[src/rtl/bcba_pkg.sv]
// Package for the bitmap block allocator: opcodes, widths and shared types.
// No dependencies.
package bcba_pkg;

    localparam int BlocksDefault = 256;
    localparam int SizeW = 25;
    localparam int OffW = 24;
    localparam int ShiftW = 5;
    localparam int ShiftMax = 16;
    localparam int WordW = 8;
    localparam logic [ShiftW-1:0] ShiftReset = 5'd6;

    typedef enum logic {
        OP_ALLOC = 1'b0,
        OP_FREE  = 1'b1
    } op_t;

    // Classified request handed from the front end to the executor.
    typedef struct packed {
        op_t         op;
        logic        reject;
        logic [12:0] start;
        logic [12:0] count;
        logic [12:0] limit;
        logic [4:0]  shift;
    } req_t;

endpackage

[src/rtl/bitmap_contiguous_block_allocator_core.sv]
// Top level of the bitmap first-fit block allocator.
// Depends on bcba_pkg, bcba_front and bcba_exec.
//
// A command (allocate or free) transfers when start is high and busy is low. Each command
// yields exactly one result, shown for one cycle while done is high; the receiver cannot
// stall it. The executor walks the bitmap one block per cycle: an allocate scans for a free
// run and then marks it, and a free clears its blocks; a rejected command goes straight
// to its result. The front end holds one command while the executor works, so the next
// command can wait in it. block_shift is written through cfg_we/cfg_data; the user is to
// write it only while idle, which the block itself does not enforce; values above 16 act as 16.
module bitmap_contiguous_block_allocator_core
    import bcba_pkg::*;
#(
    parameter int BLOCKS = BlocksDefault
)
(
    input  logic              clk,
    input  logic              rst_n,
    input  logic              cfg_we,
    input  logic [ShiftW-1:0] cfg_data,
    input  logic              start,
    output logic              busy,
    input  logic              opcode,
    input  logic [SizeW-1:0]  size_bytes,
    input  logic [OffW-1:0]   offset_bytes,
    output logic              done,
    output logic              ok,
    output logic [OffW-1:0]   alloc_offset
);

    logic [ShiftW-1:0] shift_reg;
    logic              q_valid;
    logic              q_pop;
    req_t              q_req;

    always_ff @(posedge clk or negedge rst_n)
    begin
        if (!rst_n)
        begin
            shift_reg <= ShiftReset;
        end
        else if (cfg_we)
        begin
            shift_reg <= cfg_data;
        end
    end

    bcba_front #(.BLOCKS(BLOCKS)) u_front (
        .clk(clk), .rst_n(rst_n), .start(start), .opcode(opcode),
        .size_bytes(size_bytes), .offset_bytes(offset_bytes), .shift_cfg(shift_reg),
        .busy(busy), .q_valid(q_valid), .q_req(q_req), .q_pop(q_pop)
    );

    bcba_exec #(.BLOCKS(BLOCKS)) u_exec (
        .clk(clk), .rst_n(rst_n), .q_valid(q_valid), .q_req(q_req), .q_pop(q_pop),
        .done(done), .ok(ok), .alloc_offset(alloc_offset)
    );

endmodule

[src/rtl/bcba_front.sv]
// Front end: accepts commands, rounds sizes to blocks and queues them.
// Depends on bcba_pkg.
module bcba_front
    import bcba_pkg::*;
#(
    parameter int BLOCKS = BlocksDefault
)
(
    input  logic              clk,
    input  logic              rst_n,
    input  logic              start,
    input  logic              opcode,
    input  logic [SizeW-1:0]  size_bytes,
    input  logic [OffW-1:0]   offset_bytes,
    input  logic [ShiftW-1:0] shift_cfg,
    output logic              busy,
    output logic              q_valid,
    output req_t              q_req,
    input  logic              q_pop
);

    logic [4:0]  sh;
    logic [25:0] rounded;
    logic [24:0] nblk;
    logic [24:0] lim_span;
    logic [12:0] limit;
    logic [23:0] sblk;
    req_t        req;
    logic        full_reg;
    logic        full_next;
    req_t        req_reg;

    always_comb
    begin
        sh = (shift_cfg > 5'(ShiftMax)) ? 5'(ShiftMax) : shift_cfg;
        rounded = {1'b0, size_bytes} + ((26'd1 << sh) - 26'd1);
        nblk = 25'(rounded >> sh);
        lim_span = 25'((25'd1 << 24) >> sh);
        limit = (lim_span < 25'(BLOCKS)) ? 13'(lim_span) : 13'(BLOCKS);
        sblk = offset_bytes >> sh;
        req.op = op_t'(opcode);
        req.shift = sh;
        req.limit = limit;
        req.start = (sblk < 24'(limit)) ? 13'(sblk) : 13'd0;
        req.count = (nblk > 25'(limit)) ? limit : 13'(nblk);
        if (size_bytes == '0)
        begin
            req.reject = 1'b1;
        end
        else if (opcode == OP_ALLOC)
        begin
            req.reject = nblk > 25'(limit);
        end
        else
        begin
            req.reject = sblk >= 24'(limit);
        end
        full_next = full_reg;
        if (q_pop)
        begin
            full_next = 1'b0;
        end
        if (start && !busy)
        begin
            full_next = 1'b1;
        end
    end

    assign busy = full_reg;
    assign q_valid = full_reg;
    assign q_req = req_reg;

    always_ff @(posedge clk or negedge rst_n)
    begin
        if (!rst_n)
        begin
            full_reg <= 1'b0;
        end
        else
        begin
            full_reg <= full_next;
        end
    end

    always_ff @(posedge clk)
    begin
        if (start && !busy)
        begin
            req_reg <= req;
        end
    end

endmodule

[src/rtl/bcba_exec.sv]
// Back end: first-fit search and run marking over the block bitmap.
// Depends on bcba_pkg.
module bcba_exec
    import bcba_pkg::*;
#(
    parameter int BLOCKS = BlocksDefault
)
(
    input  logic            clk,
    input  logic            rst_n,
    input  logic            q_valid,
    input  req_t            q_req,
    output logic            q_pop,
    output logic            done,
    output logic            ok,
    output logic [OffW-1:0] alloc_offset
);

    localparam int IW = $clog2(BLOCKS);

    typedef enum logic [4:0] {
        S_IDLE   = 5'b00001,
        S_SEARCH = 5'b00010,
        S_MARK   = 5'b00100,
        S_CLEAR  = 5'b01000,
        S_DONE   = 5'b10000
    } state_t;

    state_t             state_reg;
    logic [BLOCKS-1:0]  map_reg;
    logic [12:0]        idx_reg;
    logic [12:0]        run_reg;
    logic [12:0]        left_reg;
    logic [12:0]        begin_reg;
    logic               ok_reg;
    logic [OffW-1:0]    off_reg;
    req_t               req_reg;
    logic [12:0]        free_end;

    assign q_pop = q_valid && (state_reg == S_IDLE);
    assign done = (state_reg == S_DONE);
    assign ok = ok_reg;
    assign alloc_offset = off_reg;
    assign free_end = ((14'(req_reg.start) + 14'(req_reg.count)) > 14'(req_reg.limit))
        ? req_reg.limit : 13'(req_reg.start + req_reg.count);

    always_ff @(posedge clk or negedge rst_n)
    begin
        if (!rst_n)
        begin
            state_reg <= S_IDLE;
            map_reg <= '0;
            ok_reg <= 1'b0;
            off_reg <= '0;
            idx_reg <= '0;
            run_reg <= '0;
            left_reg <= '0;
            begin_reg <= '0;
            req_reg <= '0;
        end
        else
        begin
            unique case (state_reg)
                S_IDLE:
                begin
                    if (q_valid)
                    begin
                        req_reg <= q_req;
                        ok_reg <= 1'b0;
                        off_reg <= '0;
                        idx_reg <= q_req.op == OP_FREE ? q_req.start : 13'd0;
                        run_reg <= '0;
                        if (q_req.reject)
                        begin
                            state_reg <= S_DONE;
                        end
                        else if (q_req.op == OP_ALLOC)
                        begin
                            state_reg <= S_SEARCH;
                        end
                        else
                        begin
                            state_reg <= S_CLEAR;
                        end
                    end
                end
                S_SEARCH:
                begin
                    // One block per cycle; a used block restarts the run.
                    if (idx_reg >= req_reg.limit)
                    begin
                        state_reg <= S_DONE;
                    end
                    else if (map_reg[idx_reg[IW-1:0]])
                    begin
                        run_reg <= '0;
                        idx_reg <= idx_reg + 13'd1;
                    end
                    else if (run_reg + 13'd1 == req_reg.count)
                    begin
                        begin_reg <= idx_reg + 13'd1 - req_reg.count;
                        idx_reg <= idx_reg + 13'd1 - req_reg.count;
                        left_reg <= req_reg.count;
                        state_reg <= S_MARK;
                    end
                    else
                    begin
                        run_reg <= run_reg + 13'd1;
                        idx_reg <= idx_reg + 13'd1;
                    end
                end
                S_MARK:
                begin
                    if (left_reg == '0)
                    begin
                        ok_reg <= 1'b1;
                        off_reg <= OffW'(37'(begin_reg) << req_reg.shift);
                        state_reg <= S_DONE;
                    end
                    else
                    begin
                        map_reg[idx_reg[IW-1:0]] <= 1'b1;
                        idx_reg <= idx_reg + 13'd1;
                        left_reg <= left_reg - 13'd1;
                    end
                end
                S_CLEAR:
                begin
                    if (idx_reg >= free_end)
                    begin
                        ok_reg <= 1'b1;
                        state_reg <= S_DONE;
                    end
                    else
                    begin
                        map_reg[idx_reg[IW-1:0]] <= 1'b0;
                        idx_reg <= idx_reg + 13'd1;
                    end
                end
                S_DONE:
                begin
                    state_reg <= S_IDLE;
                end
                default:
                begin
                    state_reg <= S_IDLE;
                end
            endcase
        end
    end

endmodule

[config.mk]
export PLATFORM = sky130hd
export DESIGN_NAME = bitmap_contiguous_block_allocator_core
export DESIGN_NICKNAME = d
export VERILOG_FILES = /design/src/rtl/bcba_pkg.sv /design/src/rtl/bitmap_contiguous_block_allocator_core.sv /design/src/rtl/bcba_front.sv /design/src/rtl/bcba_exec.sv
export SDC_FILE = /design/constraint.sdc
export NUM_CORES = 1
export LEC_CHECK = 0
export BUFFER_PORTS_ARGS = -buffer_cell sky130_fd_sc_hd__clkbuf_2
export CAP_MARGIN = 20
export CORE_ASPECT_RATIO = 1.4
export CORE_MARGIN = 5
export CORE_UTILIZATION = 35
export DETAILED_ROUTE_END_ITERATION = 8
export SYNTH_ARGS = -nofsm -noshare
export SYNTH_HDL_FRONTEND = slang
export SYNTH_HIERARCHICAL = 1
export SYNTH_SLANG_ARGS = --single-unit
[constraint.sdc]
create_clock -name clk -period 6.3 [get_ports clk]
set_input_delay 0.315 -clock clk [delete_from_list [all_inputs] [get_ports clk]]
set_output_delay 0.315 -clock clk [all_outputs]
set_load 0.05 [all_outputs]
* Word level (Yosys, flattened, before mapping) *
Index checks and enable logic that the tools add are counted.

cells by class
  add/sub/neg operators = 8
  $lt $le $gt $ge = 10
  reductions and logical operators = 22
  shifts and indexed selects = 5
  bitwise logic cells = 5
  muxes and demuxes = 48
  eq/ne operators = 17

operator list
  operator                 number
  $mux W256                2
  $pmux W256 S2            1
  $and A256 B256 Y256      1
  $not A256 Y256           1
  $or A256 B256 Y256       1
  $mux W13                 18
  $pmux W13 S2             2
  $pmux W13 S4             1
  $mux W24                 2
  $pmux W24 S2             1
  $mux W5                  8
  $add A13 B1 Y13 const B  2
  $add A25 B26 Y26         1
  $ge A13 B13 Y1           2
  $shl A1 B5 Y26 const A   1
  $shr A26 B5 Y25          1
  $sub A26 B1 Y26 const B  1
  $gt A25 B13 Y1           1
  $logic_not A25 Y1        1
  $lt A25 B9 Y1 const B    1
  $shr A25 B5 Y25 const A  1
  $ge A24 B13 Y1           1
  $lt A24 B13 Y1           1
  $shl A13 B5 Y24          1
  other kinds (36)         62

storage, ports and cells
  output and inout bits = 27
  input bits = 59
  flip-flop bits (word level) = 434
  word-level logic and storage cells = 135

* Longest topological paths before layout *
Gate-level depths: netlist (run 1).

  depth in word-level cells = 8
  gate-level depth with buffers = 31
  mapped depth without buffers = 29

* Cells and area by module *
Netlist (run 1), hierarchy kept.

modules (own cells, without submodules)
  module                                  seq. area each (um2)  area each (um2)  cells an instance  times used
  bcba_exec                               9560.4                21398.0          2171               1
  bcba_front                              1406.3                7115.6           897                1
  bitmap_contiguous_block_allocator_core  127.6                 183.9            10                 1

* Least setup slack after synthesis (run 1) *
OpenSTA, ideal clock, no wires.

  kind = register -> register
  start = register u_exec/req_reg[18] (netlist bit)
  end = register with a tool-made name
  stages on the path, launching flop included = 30
  arrival = 6.748 ns
  library setup time = 0.125 ns
  slack = -0.573 ns
  clock period less this slack = 6.873 ns
  required time = 6.175 ns
  path buffers = 2
  cell sequence = dfrtp_1 -> ha_1 -> inv_1 -> fa_1 -> nor2b_1 -> o21ai_0 -> a21boi_0 -> o21ai_0 -> a21oi_1 -> a41o_1 -> o41ai_1 -> xnor2_1 -> ha_1 -> or3_1 -> o41ai_1 -> a21oi_1 -> a311oi_1 -> clkbuf_1 -> mux2i_1 -> ha_1 -> a21o_1 -> a21o_1 -> a21oi_1 -> a21oi_1 -> o21a_1 -> o31ai_1 -> clkbuf_1 -> nand2_1 -> nor2_1 -> mux2_2

RTL lines
  what                    line             RTL
  from (decl)             bcba_exec.sv:37  req_t req_reg;
  from (signal assigned)  bcba_exec.sv:68  req_reg <= q_req;

==> results of run 1 <==
==> repair_timing <==
action / 4_1_cts / 5_1_grt
setup buffers: 3 / 10
hold buffers: 8 / 0
pin swaps: 12 / 31
endpoints found under the setup margin: 14 / 280
cloned: 0 / 13
gates resized for setup: 28 / 134
endpoints found under the hold margin: 89 / 0
==> layer usage <==
metal / track usage, % / vias up
met2: 34.2 / 688
met4: 7.35 / 0
met3: 1.82 / 176
met5: 0 / -
met1: 23.6 / 11987
li1: - / 11837
==> through the flow <==
stage          utilization (%)  hold slack [ps]
3_5_place_dp              39.0              382
5_1_grt                   42.1             89.3
6_report                  42.1             97.3
3_3_place_gp              39.0              385
2_1_floorplan                -             19.4
4_1_cts                   41.1             62.5
==> cell families after synthesis <==
group | count (synthesis)
compound gates | 1076
xor+xnor | 71
fa+ha+maj | 148
buf+inv | 397
flops | 434
mux | 223
other cells | 2
simple gates | 727
==> report_power, final <==
group	internal [mW]	switching, mW	total (mW)	leakage (nW)
Clock	1.59	1.16	2.76	0.740
Combinational	3.18	4.38	7.56	8.48
Sequential	3.19	0.465	3.65	5.73
==> synth_stat cells, types with 18 or more instances <==
master    instances
edfxtp_1         46
buf_1            18
ha_1            145
o21ai_1          29
buf_2            28
mux2i_1         147
o31ai_1         269
a22o_1           28
xor2_1           26
mux4_2           45
nand3_1          99
clkbuf_1        195
xnor2_1          43
nor3_1           36
mux2_2           31
nand4_1          21
and2_1           24
a21o_1           24
nor2_1          120
a211oi_1         36
o21ai_0         350
nand2_1         276
o22ai_1          19
inv_1           136
nor2b_1          33
o211ai_1         22
nand2b_1         26
a21oi_1         112
a22oi_1          39
dfrtp_1         385
==> worst paths after layout <==
kind,from,to,depth (start not counted),slack [ps]
min,cfg_we,shift_reg[0]$_DFFE_PN0P_,2,100
max,u_exec/req_reg[19]$_DFFE_PN0P_,register,30,90
min in group asynchronous,rst_n,async pin,2,330
max reg2reg,u_exec/req_reg[19]$_DFFE_PN0P_,register,30,90
max in group asynchronous,rst_n,u_exec/idx_reg[0]$_DFFE_PN0P_,3,4450
min reg2reg,u_front/q_req[16]$_DFFE_PP_,u_exec/req_reg[16]$_DFFE_PN0P_,2,450
==> cell type report <==
type	count	area, um2	area share [%]
well taps	1071	1340	3.91
clock buffers	61	1280	3.72
clock inverters	19	229	0.667
multi-input cells	2292	16700	48.8
repair buffers	361	3080	8.98
flip-flops and latches	434	11100	32.4
inverters	143	542	1.58
==> critical path: cells and delay by family (launching register included) <==
kind | cells | cell delay (ps)
mux | 1 | 200
simple gates | 5 | 530
fa+ha+maj | 3 | 900
compound gates | 15 | 2920
xor+xnor | 1 | 180
flops | 1 | 380
buf+inv | 5 | 940
==> results.toml, run 1 <==
[finish]
stdcell_count = 4381
area_growth_pct = 19.6
fillerInstances = 7969
drive_gt1_share_pct = 19.7
layout_common_cells = "dfrtp_1 (383), o21ai_0 (294), nand2_1 (273)"
stdcell_area_um2 = 34300
n_antenna_cell = 0
nNetsFinal = 3484
final_common_cell = "dfrtp_1"

[sta]
hold_viol = 0
setup_viol = 0
slew_headroom_pct = 26.5
tightest_slew_ps = 1100
fin_setup_tns_ps = 0
rsz0062_at_grt = "true"
fin_crit_ps = 6210
report.final.slew_viol_count = 0
fmax_ghz = 0.161
skew_ps = 29.2
setup_slack_ps = 94.4
period_share_pct = 98.5

[critical_path]
critPathSlowestCell = "o31ai_4"
required_ps = 6740
end_kind = "register"
slowest_delay_ps = 410
cp.arrival_ps = 6640
cp_max_fo = 30
critPathMostFrequentCell = "ha_1"
startpoint_type = "register"
path_class = "reg -> reg"

[clock_network]
cts_root_buffer = "clkbuf_16"
numClockSinks = 434
cts_inserted_buffers = 45
htree_num_levels = 2
cts_tree = "built"
cts.clk_slew.worst_paths_ps = 70
clock_path_buffers = 3
worstSkewPairLatency_ps = 600

[floorplanning]
die_y_um = 349
initial_core_util_pct = 35.2
die-area_um2 = 87900
core_area_um2 = 81500
die_w_um = 252
io_pins = 86
rows = 124

[synth]
synthCells = 3078
syn_area_um2 = 28700
synth_top_family_by_area = "compound AO/OA/AOI/OAI gates"
synth_edf_count = 46
synthFlopType = "dfrtp_1"
yosys.area.top_type_share_pct = 33.6
yosys.cell_types.count = 107
yosys-top-cells-area = "dfrtp_1 (34%), o31ai_1 (7.0%), ha_1 (6.3%)"
synth_compound_area_share_pct = 25.0
synth_fa_ha_area_share_pct = 6.53
synth_xor_xnor_area_share_pct = 2.22
synth_warnings = 6
avgSynthCellArea_um2 = 9.32
yosys-mux-area-fraction_pct = 9.88
synth-seq-area-share_pct = 38.7
synth-async-reset-ratio_pct = 89.4
synth_area_leader_cell = "dfrtp_1"
synth_simple_gate_area_share_pct = 12.2
ys_ff_latch = 434

[global_route]
antenna_found_initial = 0
grt_usage_pct = 19.0
grt_pass1_vias = 23742
grt_max_degree = 173
grt_overflow_total = 0
grt_first_pass_wirelength_mm = 136

[routing]
met2RoutedLength_mm = 46.4
vias = 24688
wl_met1_mm = 36.9
wl_met3_mm = 3.45
top_layer = "met4"
wl_per_cell_um = 20.7
drt-initial-drc-count = 1706
ant_nets = 0
routed_wl_mm = 90.7
drc = 0
drtPass1Iterations = 5
drt-vias-per-instance = 5.64

[outcome]
outcome = "completed"

[placed_design]
io_buffers = 85
place_inst = 4264
hpwl_mm = 62.4
place_congestion = 0.943
dp_slack_ps = -497
placed_area_um2 = 31700

[worst_hold_path]
hp-class = "in -> reg"

[pwr]
ir_drop_mv = 0.293
p_total_mw = 14.0
pwr_density_cell_nw_per_um2 = 407
leakagePower_nw = 15.0

[run]
drv_cap = 0
Note: power is estimated with default switching activity, not from simulation.
==> run 2: changes to the inputs <==
REMOVE_ABC_BUFFERS = 1   (was not set)
==> run 2 against run 1 <==
Compared with the run above: total power increased by 0.88%; final area up 0.79%; sequential power about the same; critical path depth grew 2; core utilization up 0.33 points; register-to-register slack lost 30 ps; clock power up 6%; sequential cell count is the same; cell count is the same; via count rose by 1.8%; die area stayed put.
==> results.toml, run 2 (synthesis results as in run 1) <==
[outcome]
outcome = "completed"

[placed_design]
dp_slack_ps = -137
place_inst = 4243
hpwl_mm = 60.9
io_buffers = 85
placed_area_um2 = 31500
place_congestion = 0.929

[finish]
fillerInstances = 7927
n_antenna_cell = 0
layout_common_cells = "dfrtp_1 (383), nand2_1 (274), o31ai_1 (264)"
stdcell_area_um2 = 34600
final_common_cell = "dfrtp_1"
area_growth_pct = 20.5
drive_gt1_share_pct = 20.2
nNetsFinal = 3480
stdcell_count = 4381

[floorplanning]
die_w_um = 252
core_area_um2 = 81500
initial_core_util_pct = 35.2
rows = 124
die-area_um2 = 87900
io_pins = 86
die_y_um = 349

[sta]
report.final.slew_viol_count = 0
fmax_ghz = 0.160
fin_crit_ps = 6240
setup_viol = 0
setup_slack_ps = 64.1
hold_viol = 0
skew_ps = 32.7
slew_headroom_pct = 8.50
rsz0062_at_grt = "true"
period_share_pct = 99.0
tightest_slew_ps = 1370
fin_setup_tns_ps = 0

[global_route]
grt_pass1_vias = 24243
grt_first_pass_wirelength_mm = 135
grt_max_degree = 224
grt_overflow_total = 0
grt_usage_pct = 18.8
antenna_found_initial = 0

[routing]
wl_per_cell_um = 21.1
drt-vias-per-instance = 5.74
vias = 25144
drtPass1Iterations = 5
drt-initial-drc-count = 1754
drc = 0
ant_nets = 0
routed_wl_mm = 92.3

[clock_network]
clock_path_buffers = 3
cts_inserted_buffers = 46
cts_root_buffer = "clkbuf_16"
htree_num_levels = 2
cts.clk_slew.worst_paths_ps = 60
cts_tree = "built"
worstSkewPairLatency_ps = 600
numClockSinks = 434

[critical_path]
startpoint_type = "register"
cp_max_fo = 8
end_kind = "register"
path_class = "reg -> reg"
required_ps = 6780
reg2reg_setup_slack_ps = 60
r2r.worst_path.cells = 32
critPathSlowestCell = "o41ai_2"
slowest_delay_ps = 390
cp.arrival_ps = 6710
r2r_start = "u_exec/req_reg[18]$_DFFE_PN0P_"
critPathMostFrequentCell = "buf_6"

[pwr]
p_total_mw = 14.1
leakagePower_nw = 15.0
pwr_density_cell_nw_per_um2 = 408
ir_drop_mv = 0.374

[worst_hold_path]
holdPathEnd = "u_front/busy$_DFFE_PN0P_"
whs_path_depth = 3
hp-class = "in -> reg"
min_from = "start"

[run]
drv_cap = 0
-- run 2: cell count changes in the layout (fill, tap and decap cells not counted), moves of 6 or more --
cell | before | now
buf_4 | 225 | 210
buf_6 | 5 | 13
clkbuf_16 | 59 | 65
o21ai_0 | 294 | 207
o21ai_1 | 78 | 149
o21ai_2 | 9 | 21
-- run 2: worst max-delay path: cells and delay by family, from the launching register on --
family / cells / cell delay (ps)
compound gates: 14 / 2720
fa+ha+maj: 4 / 980
buf+inv: 7 / 960
mux: 2 / 580
flops: 1 / 380
simple gates: 4 / 360
xor+xnor: 1 / 150
-- run 2: worst max path at each step --
| stage | from | endpoint | slack, ps |
|---|---|---|---|
| 5_1_grt | u_exec/req_reg[18]$_DFFE_PN0P_ | register | -250 |
| 4_1_cts | shift_reg[4]$_DFFE_PN0P_ | u_front/q_req[29]$_DFFE_PP_ | 8 |
| 6_report | u_exec/req_reg[18]$_DFFE_PN0P_ | register | 60 |
| 3_3_place_gp | shift_reg[2]$_DFFE_PN1P_ | u_front/q_req[26]$_DFFE_PP_ | -20 |
| 3_5_place_dp | shift_reg[2]$_DFFE_PN1P_ | u_front/q_req[44]$_SDFFCE_PN1P_ | -140 |
| 2_1_floorplan | u_exec/state_reg[1]$_DFFE_PN0P_ | u_exec/idx_reg[0]$_DFFE_PN0P_ | -9890 |
-- run 2: report_power, final --
group          internal (mW)  switching (mW)  leakage [nW]
logic                   3.11            4.42          8.49
clock network           1.74            1.19         0.801
registers               3.19           0.447          5.73
total                   8.03            6.06          15.0
-- run 2: metal layers --
metal	global-route usage (%)	up-vias	wire, um
li1	-	11881	-
met1	23.3	12300	36700
met2	33.3	730	47100
met3	1.70	233	3830
met4	8.11	0	4600
met5	0	-	0
-- run 2: timing repair --
| item | CTS | global route |
|---|---|---|
| pin swaps | 2 | 43 |
| resized for setup | 7 | 280 |
| setup endpoints to repair | 14 | 282 |
| buffers inserted | 0 | 19 |
| hold buffers | 7 | 0 |
| gates cloned | 0 | 24 |
| hold endpoints to repair | 104 | 0 |
-- run 2: layout make-up --
type | instances | area (um2) | area share [%]
Timing Repair Buffer | 356 | 3120 | 9.02
Tap cell | 1071 | 1340 | 3.88
Clock inverter | 21 | 285 | 0.825
Clock buffer | 64 | 1340 | 3.87
Inverter | 143 | 539 | 1.56
Sequential cell | 434 | 11100 | 32.1
Multi-Input combinational cell | 2292 | 16900 | 48.7
-- run 2: stage by stage --
step           hold WS, ps  util [%]
2_1_floorplan         19.4         -
4_1_cts              0.217      40.8
3_3_place_gp           422      38.6
5_1_grt               62.7      42.5
3_5_place_dp           426      38.6
6_report              28.6      42.5
